**config.mk**
```make
export PLATFORM = sky130hd
export DESIGN_NAME = serial_mouse_uart_fifo
export DESIGN_NICKNAME = d
export VERILOG_FILES = /design/src/sv/smf_pkg.sv /design/src/sv/serial_mouse_uart_fifo.sv /design/src/sv/smf_ctrl.sv /design/src/sv/smf_dp.sv
export SDC_FILE = /design/constraint.sdc
export NUM_CORES = 1
export LEC_CHECK = 0
export BUFFER_PORTS_ARGS = -buffer_cell sky130_fd_sc_hd__buf_2
export CAP_MARGIN = 40
export CORE_AREA = 2 2 126 153
export DETAILED_ROUTE_END_ITERATION = 10
export DIE_AREA = 0 0 128 155
export PLACE_DENSITY = 0.72
export SKIP_LAST_GASP = 1
export SLEW_MARGIN = 20
export SYNTH_ARGS = -nofsm -noshare
export SYNTH_HDL_FRONTEND = slang
export SYNTH_SLANG_ARGS = --single-unit
```
**constraint.sdc**
```tcl
create_clock -name clock -period 3.1 [get_ports clock]
set_clock_uncertainty 0.15 [all_clocks]
set_input_delay 0.31 -clock clock [delete_from_list [all_inputs] [get_ports clock]]
set_output_delay 0.31 -clock clock [all_outputs]
set_load 0.02 [all_outputs]
```
**src/sv/smf_pkg.sv**
```systemverilog
`timescale 1ns / 1ps
`default_nettype none

package smf_pkg;

   // Request command codes.
   localparam logic [1:0] CMD_WRITE = 2'd0;
   localparam logic [1:0] CMD_READ  = 2'd1;
   localparam logic [1:0] CMD_EVENT = 2'd2;

   // UART register offsets with special behavior.
   localparam logic [2:0] PORT_RX  = 3'd0;
   localparam logic [2:0] PORT_MCR = 3'd4;
   localparam logic [2:0] PORT_LSR = 3'd5;

   localparam int REG_COUNT = 8;

   localparam logic [7:0] MCR_MASK   = 8'h03;
   localparam logic [7:0] LSR_BASE   = 8'h60;
   localparam logic [7:0] LSR_DR     = 8'h01;
   localparam logic [7:0] ID_BYTE    = 8'h4D;
   localparam logic [1:0] PKT_SYNC   = 2'b01;

   localparam int DEFAULT_FIFO_DEPTH = 16;

   // Push sequencing: six identification bytes or a three-byte mouse packet.
   localparam int IDX_W = 3;
   localparam logic [IDX_W-1:0] ID_LAST    = 3'd5;
   localparam logic [IDX_W-1:0] EVENT_LAST = 3'd2;
   localparam logic [IDX_W-1:0] PKT_HEAD   = 3'd0;
   localparam logic [IDX_W-1:0] PKT_X      = 3'd1;

   // Commands from the controller to the datapath.
   typedef struct packed {
      logic             capture;
      logic             exec;
      logic             push;
      logic [IDX_W-1:0] push_idx;
      logic             pop_take;
      logic             load_out;
   } smf_cmd_type;

   // Status from the datapath to the controller.
   typedef struct packed {
      logic push_id;
      logic pop;
      logic is_event;
   } smf_status_type;

endpackage

`default_nettype wire

```
**src/sv/serial_mouse_uart_fifo.sv**
```systemverilog
`timescale 1ns / 1ps
`default_nettype none

// Channel    Direction  Handshake              Payload
// request    in         req_valid / req_stall  req_cmd, req_port, req_write_data,
//                                              req_buttons, req_move_x, req_move_y
// response   out        rsp_valid / rsp_stall  rsp_read_data, rsp_irq
//
// One request is worked on at a time. A port write or a register read goes
// through capture, execute and done; a pop from the receive port adds a pop
// wait, and a mouse event or a modem control write that changes DTR or RTS
// adds the push sequence. Pushes into the receive FIFO go one byte per cycle
// through its single write port; a pop waits for the registered memory read.
// Reset clears the register file, FIFO head and FIFO count; contents need none.
// A stalled response stays in the output register while the next request
// is taken; only the finish of that request waits for the register to free.

module serial_mouse_uart_fifo #(
   parameter int FIFO_DEPTH = smf_pkg::DEFAULT_FIFO_DEPTH
) (
   input  wire logic              clock,
   input  wire logic              reset,
   input  wire logic              req_valid,
   output logic                   req_stall,
   input  wire logic [1:0]        req_cmd,
   input  wire logic [2:0]        req_port,
   input  wire logic [7:0]        req_write_data,
   input  wire logic [1:0]        req_buttons,
   input  wire logic signed [7:0] req_move_x,
   input  wire logic signed [7:0] req_move_y,
   output logic                   rsp_valid,
   input  wire logic              rsp_stall,
   output logic [7:0]             rsp_read_data,
   output logic                   rsp_irq
);
   import smf_pkg::*;

   // The controller steps each request through capture, execute, the push
   // sequence or the pop wait, and the hand-off into the response register.
   smf_cmd_type    cmd;
   smf_status_type st;

   smf_ctrl u_ctrl (
      .clock     (clock),
      .reset     (reset),
      .req_valid (req_valid),
      .req_stall (req_stall),
      .rsp_valid (rsp_valid),
      .rsp_stall (rsp_stall),
      .st        (st),
      .cmd       (cmd)
   );

   // The datapath holds the UART registers, the circular receive FIFO and
   // the response register.
   smf_dp #(
      .FIFO_DEPTH (FIFO_DEPTH)
   ) u_dp (
      .clock          (clock),
      .reset          (reset),
      .cmd            (cmd),
      .st             (st),
      .req_cmd        (req_cmd),
      .req_port       (req_port),
      .req_write_data (req_write_data),
      .req_buttons    (req_buttons),
      .req_move_x     (req_move_x),
      .req_move_y     (req_move_y),
      .rsp_read_data  (rsp_read_data),
      .rsp_irq        (rsp_irq)
   );

endmodule

`default_nettype wire

```
**src/sv/smf_ctrl.sv**
```systemverilog
`timescale 1ns / 1ps
`default_nettype none

module smf_ctrl (
   input  wire logic                   clock,
   input  wire logic                   reset,
   input  wire logic                   req_valid,
   output logic                        req_stall,
   output logic                        rsp_valid,
   input  wire logic                   rsp_stall,
   input  wire smf_pkg::smf_status_type st,
   output smf_pkg::smf_cmd_type        cmd
);
   import smf_pkg::*;

   localparam logic [2:0] ST_IDLE = 3'd0;
   localparam logic [2:0] ST_EXEC = 3'd1;
   localparam logic [2:0] ST_PUSH = 3'd2;
   localparam logic [2:0] ST_POP  = 3'd3;
   localparam logic [2:0] ST_DONE = 3'd4;

   logic [2:0]       state_ff, state_in;
   logic [IDX_W-1:0] idx_ff, idx_in;
   logic             event_ff, event_in;
   logic             rsp_valid_ff, rsp_valid_in;
   logic [IDX_W-1:0] last_idx;

   assign req_stall = (state_ff != ST_IDLE);
   assign rsp_valid = rsp_valid_ff;
   assign last_idx  = event_ff ? EVENT_LAST : ID_LAST;

   always_comb begin
      state_in     = state_ff;
      idx_in       = idx_ff;
      event_in     = event_ff;
      rsp_valid_in = rsp_valid_ff;
      cmd          = '0;
      cmd.push_idx = idx_ff;

      if (rsp_valid_ff && !rsp_stall) begin
         rsp_valid_in = 1'b0;
      end

      unique case (state_ff)
         ST_IDLE: begin
            if (req_valid) begin
               cmd.capture = 1'b1;
               state_in    = ST_EXEC;
            end
         end
         ST_EXEC: begin
            cmd.exec = 1'b1;
            idx_in   = '0;
            event_in = st.is_event;
            if (st.push_id || st.is_event) begin
               state_in = ST_PUSH;
            end else if (st.pop) begin
               state_in = ST_POP;
            end else begin
               state_in = ST_DONE;
            end
         end
         ST_PUSH: begin
            cmd.push = 1'b1;
            if (idx_ff == last_idx) begin
               state_in = ST_DONE;
            end else begin
               idx_in = idx_ff + IDX_W'(1);
            end
         end
         ST_POP: begin
            cmd.pop_take = 1'b1;
            state_in     = ST_DONE;
         end
         ST_DONE: begin
            if (!rsp_valid_ff || !rsp_stall) begin
               cmd.load_out = 1'b1;
               rsp_valid_in = 1'b1;
               state_in     = ST_IDLE;
            end
         end
         default: begin
            state_in = ST_IDLE;
         end
      endcase
   end

   always_ff @(posedge clock) begin
      if (reset) begin
         state_ff     <= ST_IDLE;
         idx_ff       <= '0;
         event_ff     <= 1'b0;
         rsp_valid_ff <= 1'b0;
      end else begin
         state_ff     <= state_in;
         idx_ff       <= idx_in;
         event_ff     <= event_in;
         rsp_valid_ff <= rsp_valid_in;
      end
   end

endmodule

`default_nettype wire

```
**src/sv/smf_dp.sv**
```systemverilog
`timescale 1ns / 1ps
`default_nettype none

module smf_dp #(
   parameter int FIFO_DEPTH = smf_pkg::DEFAULT_FIFO_DEPTH
) (
   input  wire logic                  clock,
   input  wire logic                  reset,
   input  wire smf_pkg::smf_cmd_type  cmd,
   output smf_pkg::smf_status_type    st,
   input  wire logic [1:0]            req_cmd,
   input  wire logic [2:0]            req_port,
   input  wire logic [7:0]            req_write_data,
   input  wire logic [1:0]            req_buttons,
   input  wire logic signed [7:0]     req_move_x,
   input  wire logic signed [7:0]     req_move_y,
   output logic [7:0]                 rsp_read_data,
   output logic                       rsp_irq
);
   import smf_pkg::*;

   localparam int PW = $clog2(FIFO_DEPTH);
   localparam int CW = $clog2(FIFO_DEPTH + 1);
   localparam int SW = PW + 1;
   localparam logic [SW-1:0] DEPTH_S = SW'(FIFO_DEPTH);
   localparam logic [CW-1:0] DEPTH_C = CW'(FIFO_DEPTH);

   // Captured request.
   logic [1:0]        cmd_ff, cmd_in;
   logic [2:0]        port_ff, port_in;
   logic [7:0]        wdata_ff, wdata_in;
   logic [1:0]        btn_ff, btn_in;
   logic [7:0]        mx_ff, mx_in;
   logic [7:0]        my_ff, my_in;

   logic [7:0]        reg_file_ff [REG_COUNT];
   logic [7:0]        reg_file_in [REG_COUNT];

   logic [PW-1:0]     head_ff, head_in;
   logic [CW-1:0]     count_ff, count_in;
   logic [7:0]        rdata_ff, rdata_in;
   logic              irq_ff, irq_in;
   logic [7:0]        out_data_ff, out_data_in;
   logic              out_irq_ff, out_irq_in;

   logic [7:0]        fifo_mem [FIFO_DEPTH];
   logic [7:0]        rd_ff;

   logic [SW-1:0]     head_inc, wr_sum;
   logic [PW-1:0]     head_next, wr_addr;
   logic              full, empty, do_push;
   logic [7:0]        push_byte;

   assign empty    = (count_ff == '0);
   assign full     = (count_ff == DEPTH_C);
   assign do_push  = cmd.push && !full;

   assign head_inc  = {1'b0, head_ff} + SW'(1);
   assign head_next = (head_inc >= DEPTH_S) ? '0 : head_inc[PW-1:0];
   assign wr_sum    = {1'b0, head_ff} + SW'(count_ff);
   assign wr_addr   = (wr_sum >= DEPTH_S) ? PW'(wr_sum - DEPTH_S) : wr_sum[PW-1:0];

   always_comb begin
      if (cmd_ff == CMD_EVENT) begin
         case (cmd.push_idx)
            PKT_HEAD: push_byte = {PKT_SYNC, btn_ff, my_ff[7:6], mx_ff[7:6]};
            PKT_X:    push_byte = {2'b00, mx_ff[5:0]};
            default:  push_byte = {2'b00, my_ff[5:0]};
         endcase
      end else begin
         push_byte = ID_BYTE;
      end
   end

   always_comb begin
      st.push_id  = (cmd_ff == CMD_WRITE) && (port_ff == PORT_MCR) &&
                    (((wdata_ff ^ reg_file_ff[PORT_MCR]) & MCR_MASK) != '0);
      st.pop      = (cmd_ff == CMD_READ) && (port_ff == PORT_RX) && !empty;
      st.is_event = (cmd_ff == CMD_EVENT);
   end

   always_comb begin
      cmd_in      = cmd_ff;
      port_in     = port_ff;
      wdata_in    = wdata_ff;
      btn_in      = btn_ff;
      mx_in       = mx_ff;
      my_in       = my_ff;
      reg_file_in = reg_file_ff;
      head_in     = head_ff;
      count_in    = count_ff;
      rdata_in    = rdata_ff;
      irq_in      = irq_ff;
      out_data_in = out_data_ff;
      out_irq_in  = out_irq_ff;

      if (cmd.capture) begin
         cmd_in   = req_cmd;
         port_in  = req_port;
         wdata_in = req_write_data;
         btn_in   = req_buttons;
         mx_in    = req_move_x;
         my_in    = req_move_y;
      end

      if (cmd.exec) begin
         irq_in   = 1'b0;
         rdata_in = '0;
         case (cmd_ff)
            CMD_WRITE: begin
               reg_file_in[port_ff] = wdata_ff;
               if (st.push_id) begin
                  count_in = '0;
               end
            end
            CMD_READ: begin
               if (port_ff == PORT_RX) begin
                  if (!empty) begin
                     head_in  = head_next;
                     count_in = count_ff - CW'(1);
                     irq_in   = (count_ff > CW'(1));
                  end
               end else if (port_ff == PORT_LSR) begin
                  rdata_in = empty ? LSR_BASE : (LSR_BASE | LSR_DR);
               end else begin
                  rdata_in = reg_file_ff[port_ff];
               end
            end
            default: begin
            end
         endcase
      end

      if (do_push) begin
         count_in = count_ff + CW'(1);
         if (empty) begin
            irq_in = 1'b1;
         end
      end

      if (cmd.pop_take) begin
         rdata_in = rd_ff;
      end

      if (cmd.load_out) begin
         out_data_in = rdata_ff;
         out_irq_in  = irq_ff;
      end
   end

   always_ff @(posedge clock) begin
      if (do_push) begin
         fifo_mem[wr_addr] <= push_byte;
      end
      rd_ff <= fifo_mem[head_ff];
   end

   always_ff @(posedge clock) begin
      cmd_ff      <= cmd_in;
      port_ff     <= port_in;
      wdata_ff    <= wdata_in;
      btn_ff      <= btn_in;
      mx_ff       <= mx_in;
      my_ff       <= my_in;
      rdata_ff    <= rdata_in;
      irq_ff      <= irq_in;
      out_data_ff <= out_data_in;
      out_irq_ff  <= out_irq_in;
      if (reset) begin
         for (int i = 0; i < REG_COUNT; i++) begin
            reg_file_ff[i] <= '0;
         end
         head_ff  <= '0;
         count_ff <= '0;
      end else begin
         reg_file_ff <= reg_file_in;
         head_ff     <= head_in;
         count_ff    <= count_in;
      end
   end

   assign rsp_read_data = out_data_ff;
   assign rsp_irq       = out_irq_ff;

endmodule

`default_nettype wire
```
=== After elaboration in Yosys (flattened, before gate mapping) ===
Memory sizes are Yosys's and may differ from the RTL's. A register that Yosys moved wholly into a read port is not among the register bits.
Index checks and enable logic that the tools add are counted.

* Register bits: 138
* Bits in writable memories: 112
* Bits of input ports: 35
* Output and inout bits: 11
* Logic and storage cells: 136
* Memories kept: 1

{| class="wikitable"
|+ Memory list
! name !! depth !! width !! rd ports !! clocked after Yosys merged registers in !! write ports !! line !! RTL
|-
| u_dp.fifo_mem || 16 || 7 || 1 || 1 || 1 || smf_dp.sv:46 || <nowiki>logic [7:0] fifo_mem [FIFO_DEPTH];</nowiki>
|}

* $add $sub $neg: 6
* Order comparisons: 5
* Equal/unequal tests: 18
* Multiplexer cells: 49
* Bitwise operators: 3
* Reduce and logical (&&, ||, !) cells: 29

{| class="wikitable"
|+ Operator list
! cell !! number
|-
| $bwmux W64 || 1
|-
| $mux W8 || 8
|-
| $mux W5 || 5
|-
| $bmux W8 S3 || 1
|-
| $demux W8 S3 || 1
|-
| $mux W3 || 7
|-
| $mux W1 || 19
|-
| $pmux W3 S5 || 1
|-
| $pmux W7 S2 || 1
|-
| $ge A5 B5 Y1 const B || 2
|-
| $pmux W5 S2 || 1
|-
| $eq A3 B3 Y1 const B || 3
|-
| $logic_not A3 Y1 || 3
|-
| $mux W4 || 2
|-
| $reduce_bool A8 Y1 || 1
|-
| $logic_and A1 B1 Y1 || 7
|-
| $mux W7 || 1
|-
| $eq A3 B1 Y1 const B || 2
|-
| $eq A3 B2 Y1 const B || 2
|-
| $ne A3 B2 Y1 const B || 2
|-
| $pmux W3 S2 || 1
|-
| $reduce_bool A2 Y1 || 3
|-
| $reduce_bool A3 Y1 || 2
|-
| $add A4 B1 Y5 const B || 1
|-
| other kinds (26) || 33
|}

=== Logic depth before layout (Yosys ltp) ===
* Depth in word-level cells: 9
* Mapped depth: 7
* Mapped depth without buffers: 6

=== Hierarchy ===
A second synthesis with hierarchy kept.

* Cell total of the unflattened synthesis: 696
* Area total of the unflattened synthesis: 9,795.6 um^2

{| class="wikitable"
|+ By module, submodules not included
! module !! times used !! cells an instance !! area each (um^2) !! seq. area each (um^2)
|-
| smf_dp || 1 || 644 || 9,365.2 || 6,145.9
|-
| smf_ctrl || 1 || 52 || 430.4 || 160.2
|}

=== Least setup slack after synthesis ===
OpenSTA, ideal clock, no wires.

* Kind: flip-flop to flip-flop
* Start: register u_ctrl.state_ff[0]
* End: register u_dp.btn_ff[0] (enable)
* Library setup time: 0.419 ns
* Arrival time: 2.270 ns
* Data required time: 2.531 ns
* Setup slack: 0.261 ns
* Cell stages (with the launch flop): 4
* Buffers on the path: 1
* Period minus slack after synthesis: 2.839 ns
* Cell sequence: dfxtp_1 -> buf_4 -> or3_1 -> nor2_1

{| class="wikitable"
|+ RTL lines
! element !! line !! RTL
|-
| from (decl) || smf_ctrl.sv:22 || <nowiki>logic [2:0] state_ff, state_in;</nowiki>
|-
| from (signal assigned) || smf_ctrl.sv:95 || <nowiki>state_ff <= state_in;</nowiki>
|-
| to (signal assigned) || smf_dp.sv:162 || <nowiki>btn_ff <= btn_in;</nowiki>
|-
| to (decl) || smf_dp.sv:32 || <nowiki>logic [1:0] btn_ff, btn_in;</nowiki>
|}

=== Worst setup path after layout ===
* Start: register u_dp.count_ff[1]
* End: memory u_dp.fifo_mem[8][1] in the netlist's numbering (enable)

* Cells in the longest elaborated chain, start to end: 5
* Elaborated cells on any way between the ends: 9
* Those cells by class: 2 x add/sub; 1 x order compare; 1 x eq/ne; 3 x mux; 2 x reduce/logical

{| class="wikitable"
|+ RTL lines
! element !! line !! RTL
|-
| from (decl) || smf_dp.sv:40 || <nowiki>logic [CW-1:0] count_ff, count_in;</nowiki>
|-
| from (signal assigned) || smf_dp.sv:178 || <nowiki>count_ff <= count_in;</nowiki>
|-
| branches (longest 5 deep; another with $add A4 B5 Y5) || n/a ||
|-
| to (decl) || smf_dp.sv:46 ||
|}

Parallel ways; which one is timed is not known.

==> results.py <==
metrics = {
    "logic_synthesis": {
        "synth_area_mm2": 0.00997,
        "synth-main-ff-cell": "edfxtp_1",
        "yosys-top-cells-area": "edfxtp_1 48%, dfxtp_1 15%, mux4_2 7.9%, mux2i_1 7.2%, nor2_1 2.7%",
        "yosys.cell_types.count": 61,
        "yosys.area.top_type": "edfxtp_1",
        "synthCells": 699,
        "synth_fp_nets": 746,
        "seq_area_frac_synth_pct": 63.5,
        "ys_ff_latch": 236,
        "synthTopCellsByCount": "160 x edfxtp_1, 76 x dfxtp_1, 72 x mux2i_1, 72 x nor2_1, 35 x mux4_2",
        "syn_area_per_cell_um2": 14.3,
        "synth-edff-count": 160,
        "yosysWarningCount": 0,
        "yosysMostFrequentCell": "edfxtp_1",
        "async_reset_ff_share_pct": 0,
        "synth_top_area_share_pct": 48.2,
    },
    "pwr": {
        "vdd_ir_drop_max_mv": 0.672,
        "cellPowerDensity_mw_per_mm2": 609,
        "power_mw": 7.10,
        "p_leak_nw": 4.31,
    },
    "final_layout": {
        "diodes": 0,
        "multiInputGateArea_mm2": 0.00339,
        "fin_cells": 1035,
        "final-seq-area_mm2": 0.00633,
        "drive_gt1_share_pct": 21.6,
        "design_area_mm2": 0.0117,
        "fin_util_pct": 63.2,
        "finalNetCount": 836,
        "syn2layout_area_growth_pct": 17.0,
        "n_fill_cell": 1343,
    },
    "floorplanning": {
        "die_h_um": 155,
        "die-area_mm2": 0.0198,
        "pin_count": 46,
        "die_w_um": 128,
        "core_area_mm2": 0.0184,
        "initial_core_util_pct": 54.0,
        "num_rows": 55,
    },
    "routing": {
        "drc_errors": 0,
        "drt-pass1-iter-count": 5,
        "viasPerCell": 5.83,
        "vias": 6036,
        "finalWirelength_um": 20800,
        "drt-wirelength-per-cell_um": 20.0,
        "first_iter_violations": 543,
        "ant_nets": 0,
    },
    "sta": {
        "slew_viol_final": 0,
        "period_minus_slack_ns": 2.78,
        "period_share_pct": 89.6,
        "tightest_slew_ns": 0.784,
        "setup_violations": 0,
        "maxSlewHeadroom_pct": 47.7,
        "hold_violations": 0,
        "grt_setup_unrepaired": "false",
        "tns_ns": 0,
        "max_clock_freq_mhz": 360,
    },
    "placement": {
        "dp.cells": 958,
        "placedInstanceArea_mm2": 0.0105,
        "place_hpwl_um": 13800,
        "gp_congestion": 0.885,
        "io_buffers": 45,
    },
    "setup_path": {
        "setup.worst_path.class": "reg2reg",
        "cp-end-kind": "flop",
        "worstPathRequired_ns": 3.17,
        "worstPathMaxFanout": 8,
        "startpoint_type": "flop",
        "critPathArrivalTime_ns": 2.85,
    },
    "clock_network": {
        "htree_levels": 1,
        "cts_tree": "yes",
        "cts.sinks": 236,
        "cts_buffers": 24,
        "clkSlewWorstSetupHoldPaths_ns": 0.06,
        "root_buffer": "clkbuf_16",
        "post-cts-setup-buffer-count": 0,
        "clk_path_buf_depth": 3,
        "cts_resized": 0,
        "clk_latency_ns": 0.51,
    },
    "grt": {
        "grt_max_degree": 40,
        "grt_pass1_vias": 6146,
        "antenna_found_initial": 0,
        "grt_pass1_wl_um": 32400,
        "track_usage_pct": 21.0,
        "grt_overflow_total": 0,
    },
    "job": {
        "maxCapViolations": 0,
    },
    "min_path": {
        "hold_path_class": "in2reg",
    },
    "run_status": {
        "run_status": "finished, final reports clean",
    },
}
[path summary, 6_finish.rpt]
check / from / endpoint / slack, ns / cells after the start
worst max-delay path: u_dp.count_ff[1] / u_dp.fifo_mem[8][1] / 0.32 / 7
worst min-delay path: req_valid / u_ctrl.state_ff[2] / 0.1 / 4
worst max register to register: u_dp.count_ff[1] / u_dp.fifo_mem[8][1] / 0.32 / 7
worst min register to register: u_dp.rdata_ff[0] / u_dp.rsp_read_data[0] / 0.27 / 0
[flip-flops by register name (all words and copies together) (netlist names), 2 cells and up]
register / count
u_dp.head_ff: 4
u_dp.reg_file_ff: 51
u_ctrl.idx_ff: 3
u_ctrl.state_ff: 3
u_dp.my_ff: 8
u_dp.port_ff: 3
u_dp.rd_ff: 7
u_dp.btn_ff: 2
u_dp.count_ff: 5
u_dp.cmd_ff: 2
u_dp.wdata_ff: 8
u_dp.fifo_mem: 112
u_dp.rdata_ff: 8
u_dp.rsp_read_data: 8
u_dp.mx_ff: 8
[layer usage]
layer	global-route usage, %	wire length [um]
met3	3.16	898
met4	7.33	589
met1	26.4	8510
met5	0	0
met2	37.1	10700
[timing repair]
| item | CTS | global route |
|---|---|---|
| hold endpoints to repair | 32 | 0 |
| endpoints found under the setup margin | 0 | 0 |
| hold buffers | 32 | 0 |
[layout make-up]
cell class	instances	area share [%]
clock buffers	32	5.68
clock inverters	12	1.38
inverters	9	0.290
multi-input cells	406	29.0
flip-flops and latches	236	54.3
well taps	228	2.45
repair buffers	112	6.91
[report_power, final]
part / switching (mW) / total, mW / internal (mW)
logic: 0.336 / 0.556 / 0.220
registers: 0.0827 / 3.58 / 3.49
clock network: 1.14 / 2.97 / 1.83
total: 1.56 / 7.10 / 5.55
[critical path, cell delays in order, from the launching register on]
cell and delay [ns]:
dfxtp_1 0.51, inv_1 0.16, ha_1 0.23, and4bb_2 0.28
nand2b_1 0.25, or3_1 0.47, nor3_1 0.23, buf_4 0.21
[metrics by stage]
stage	setup WS (ns)	hold WS, ns
after global placement	0.418	0.256
final	0.321	0.0975
after detailed placement	0.416	0.260
after global routing	0.196	0.0875
after floorplan	0.261	0.250
after CTS	0.371	0.0779
[cells in the final DEF, fill, tap and decap left out, types with 12 or more instances in the layout]
cell type        n
a21oi_1         23
nor2_1          71
nand2_1         29
dlygate4sd3_1   32
buf_2           46
mux4_2          35
nor2b_1         15
o21ai_0         12
mux2i_1         72
dfxtp_1         75
buf_4           33
edfxtp_1       160
nor3_1          22
clkbuf_16       25
[logic make-up (layout without fill, tap and decap cells)]
kind of cell,Yosys count,in the layout,share of synthesized area (%)
muxes,108,108,15.3
and+or+nand+nor,191,191,10.5
DFF,236,236,63.5
AOI/OAI and AO/OA,81,81,5.40
xor gates and xnor gates,14,14,1.23
buffers and inverters,57,165,2.59
adders and majority gates,12,12,1.58
No activity file was read; power rests on OpenSTA's default activity.
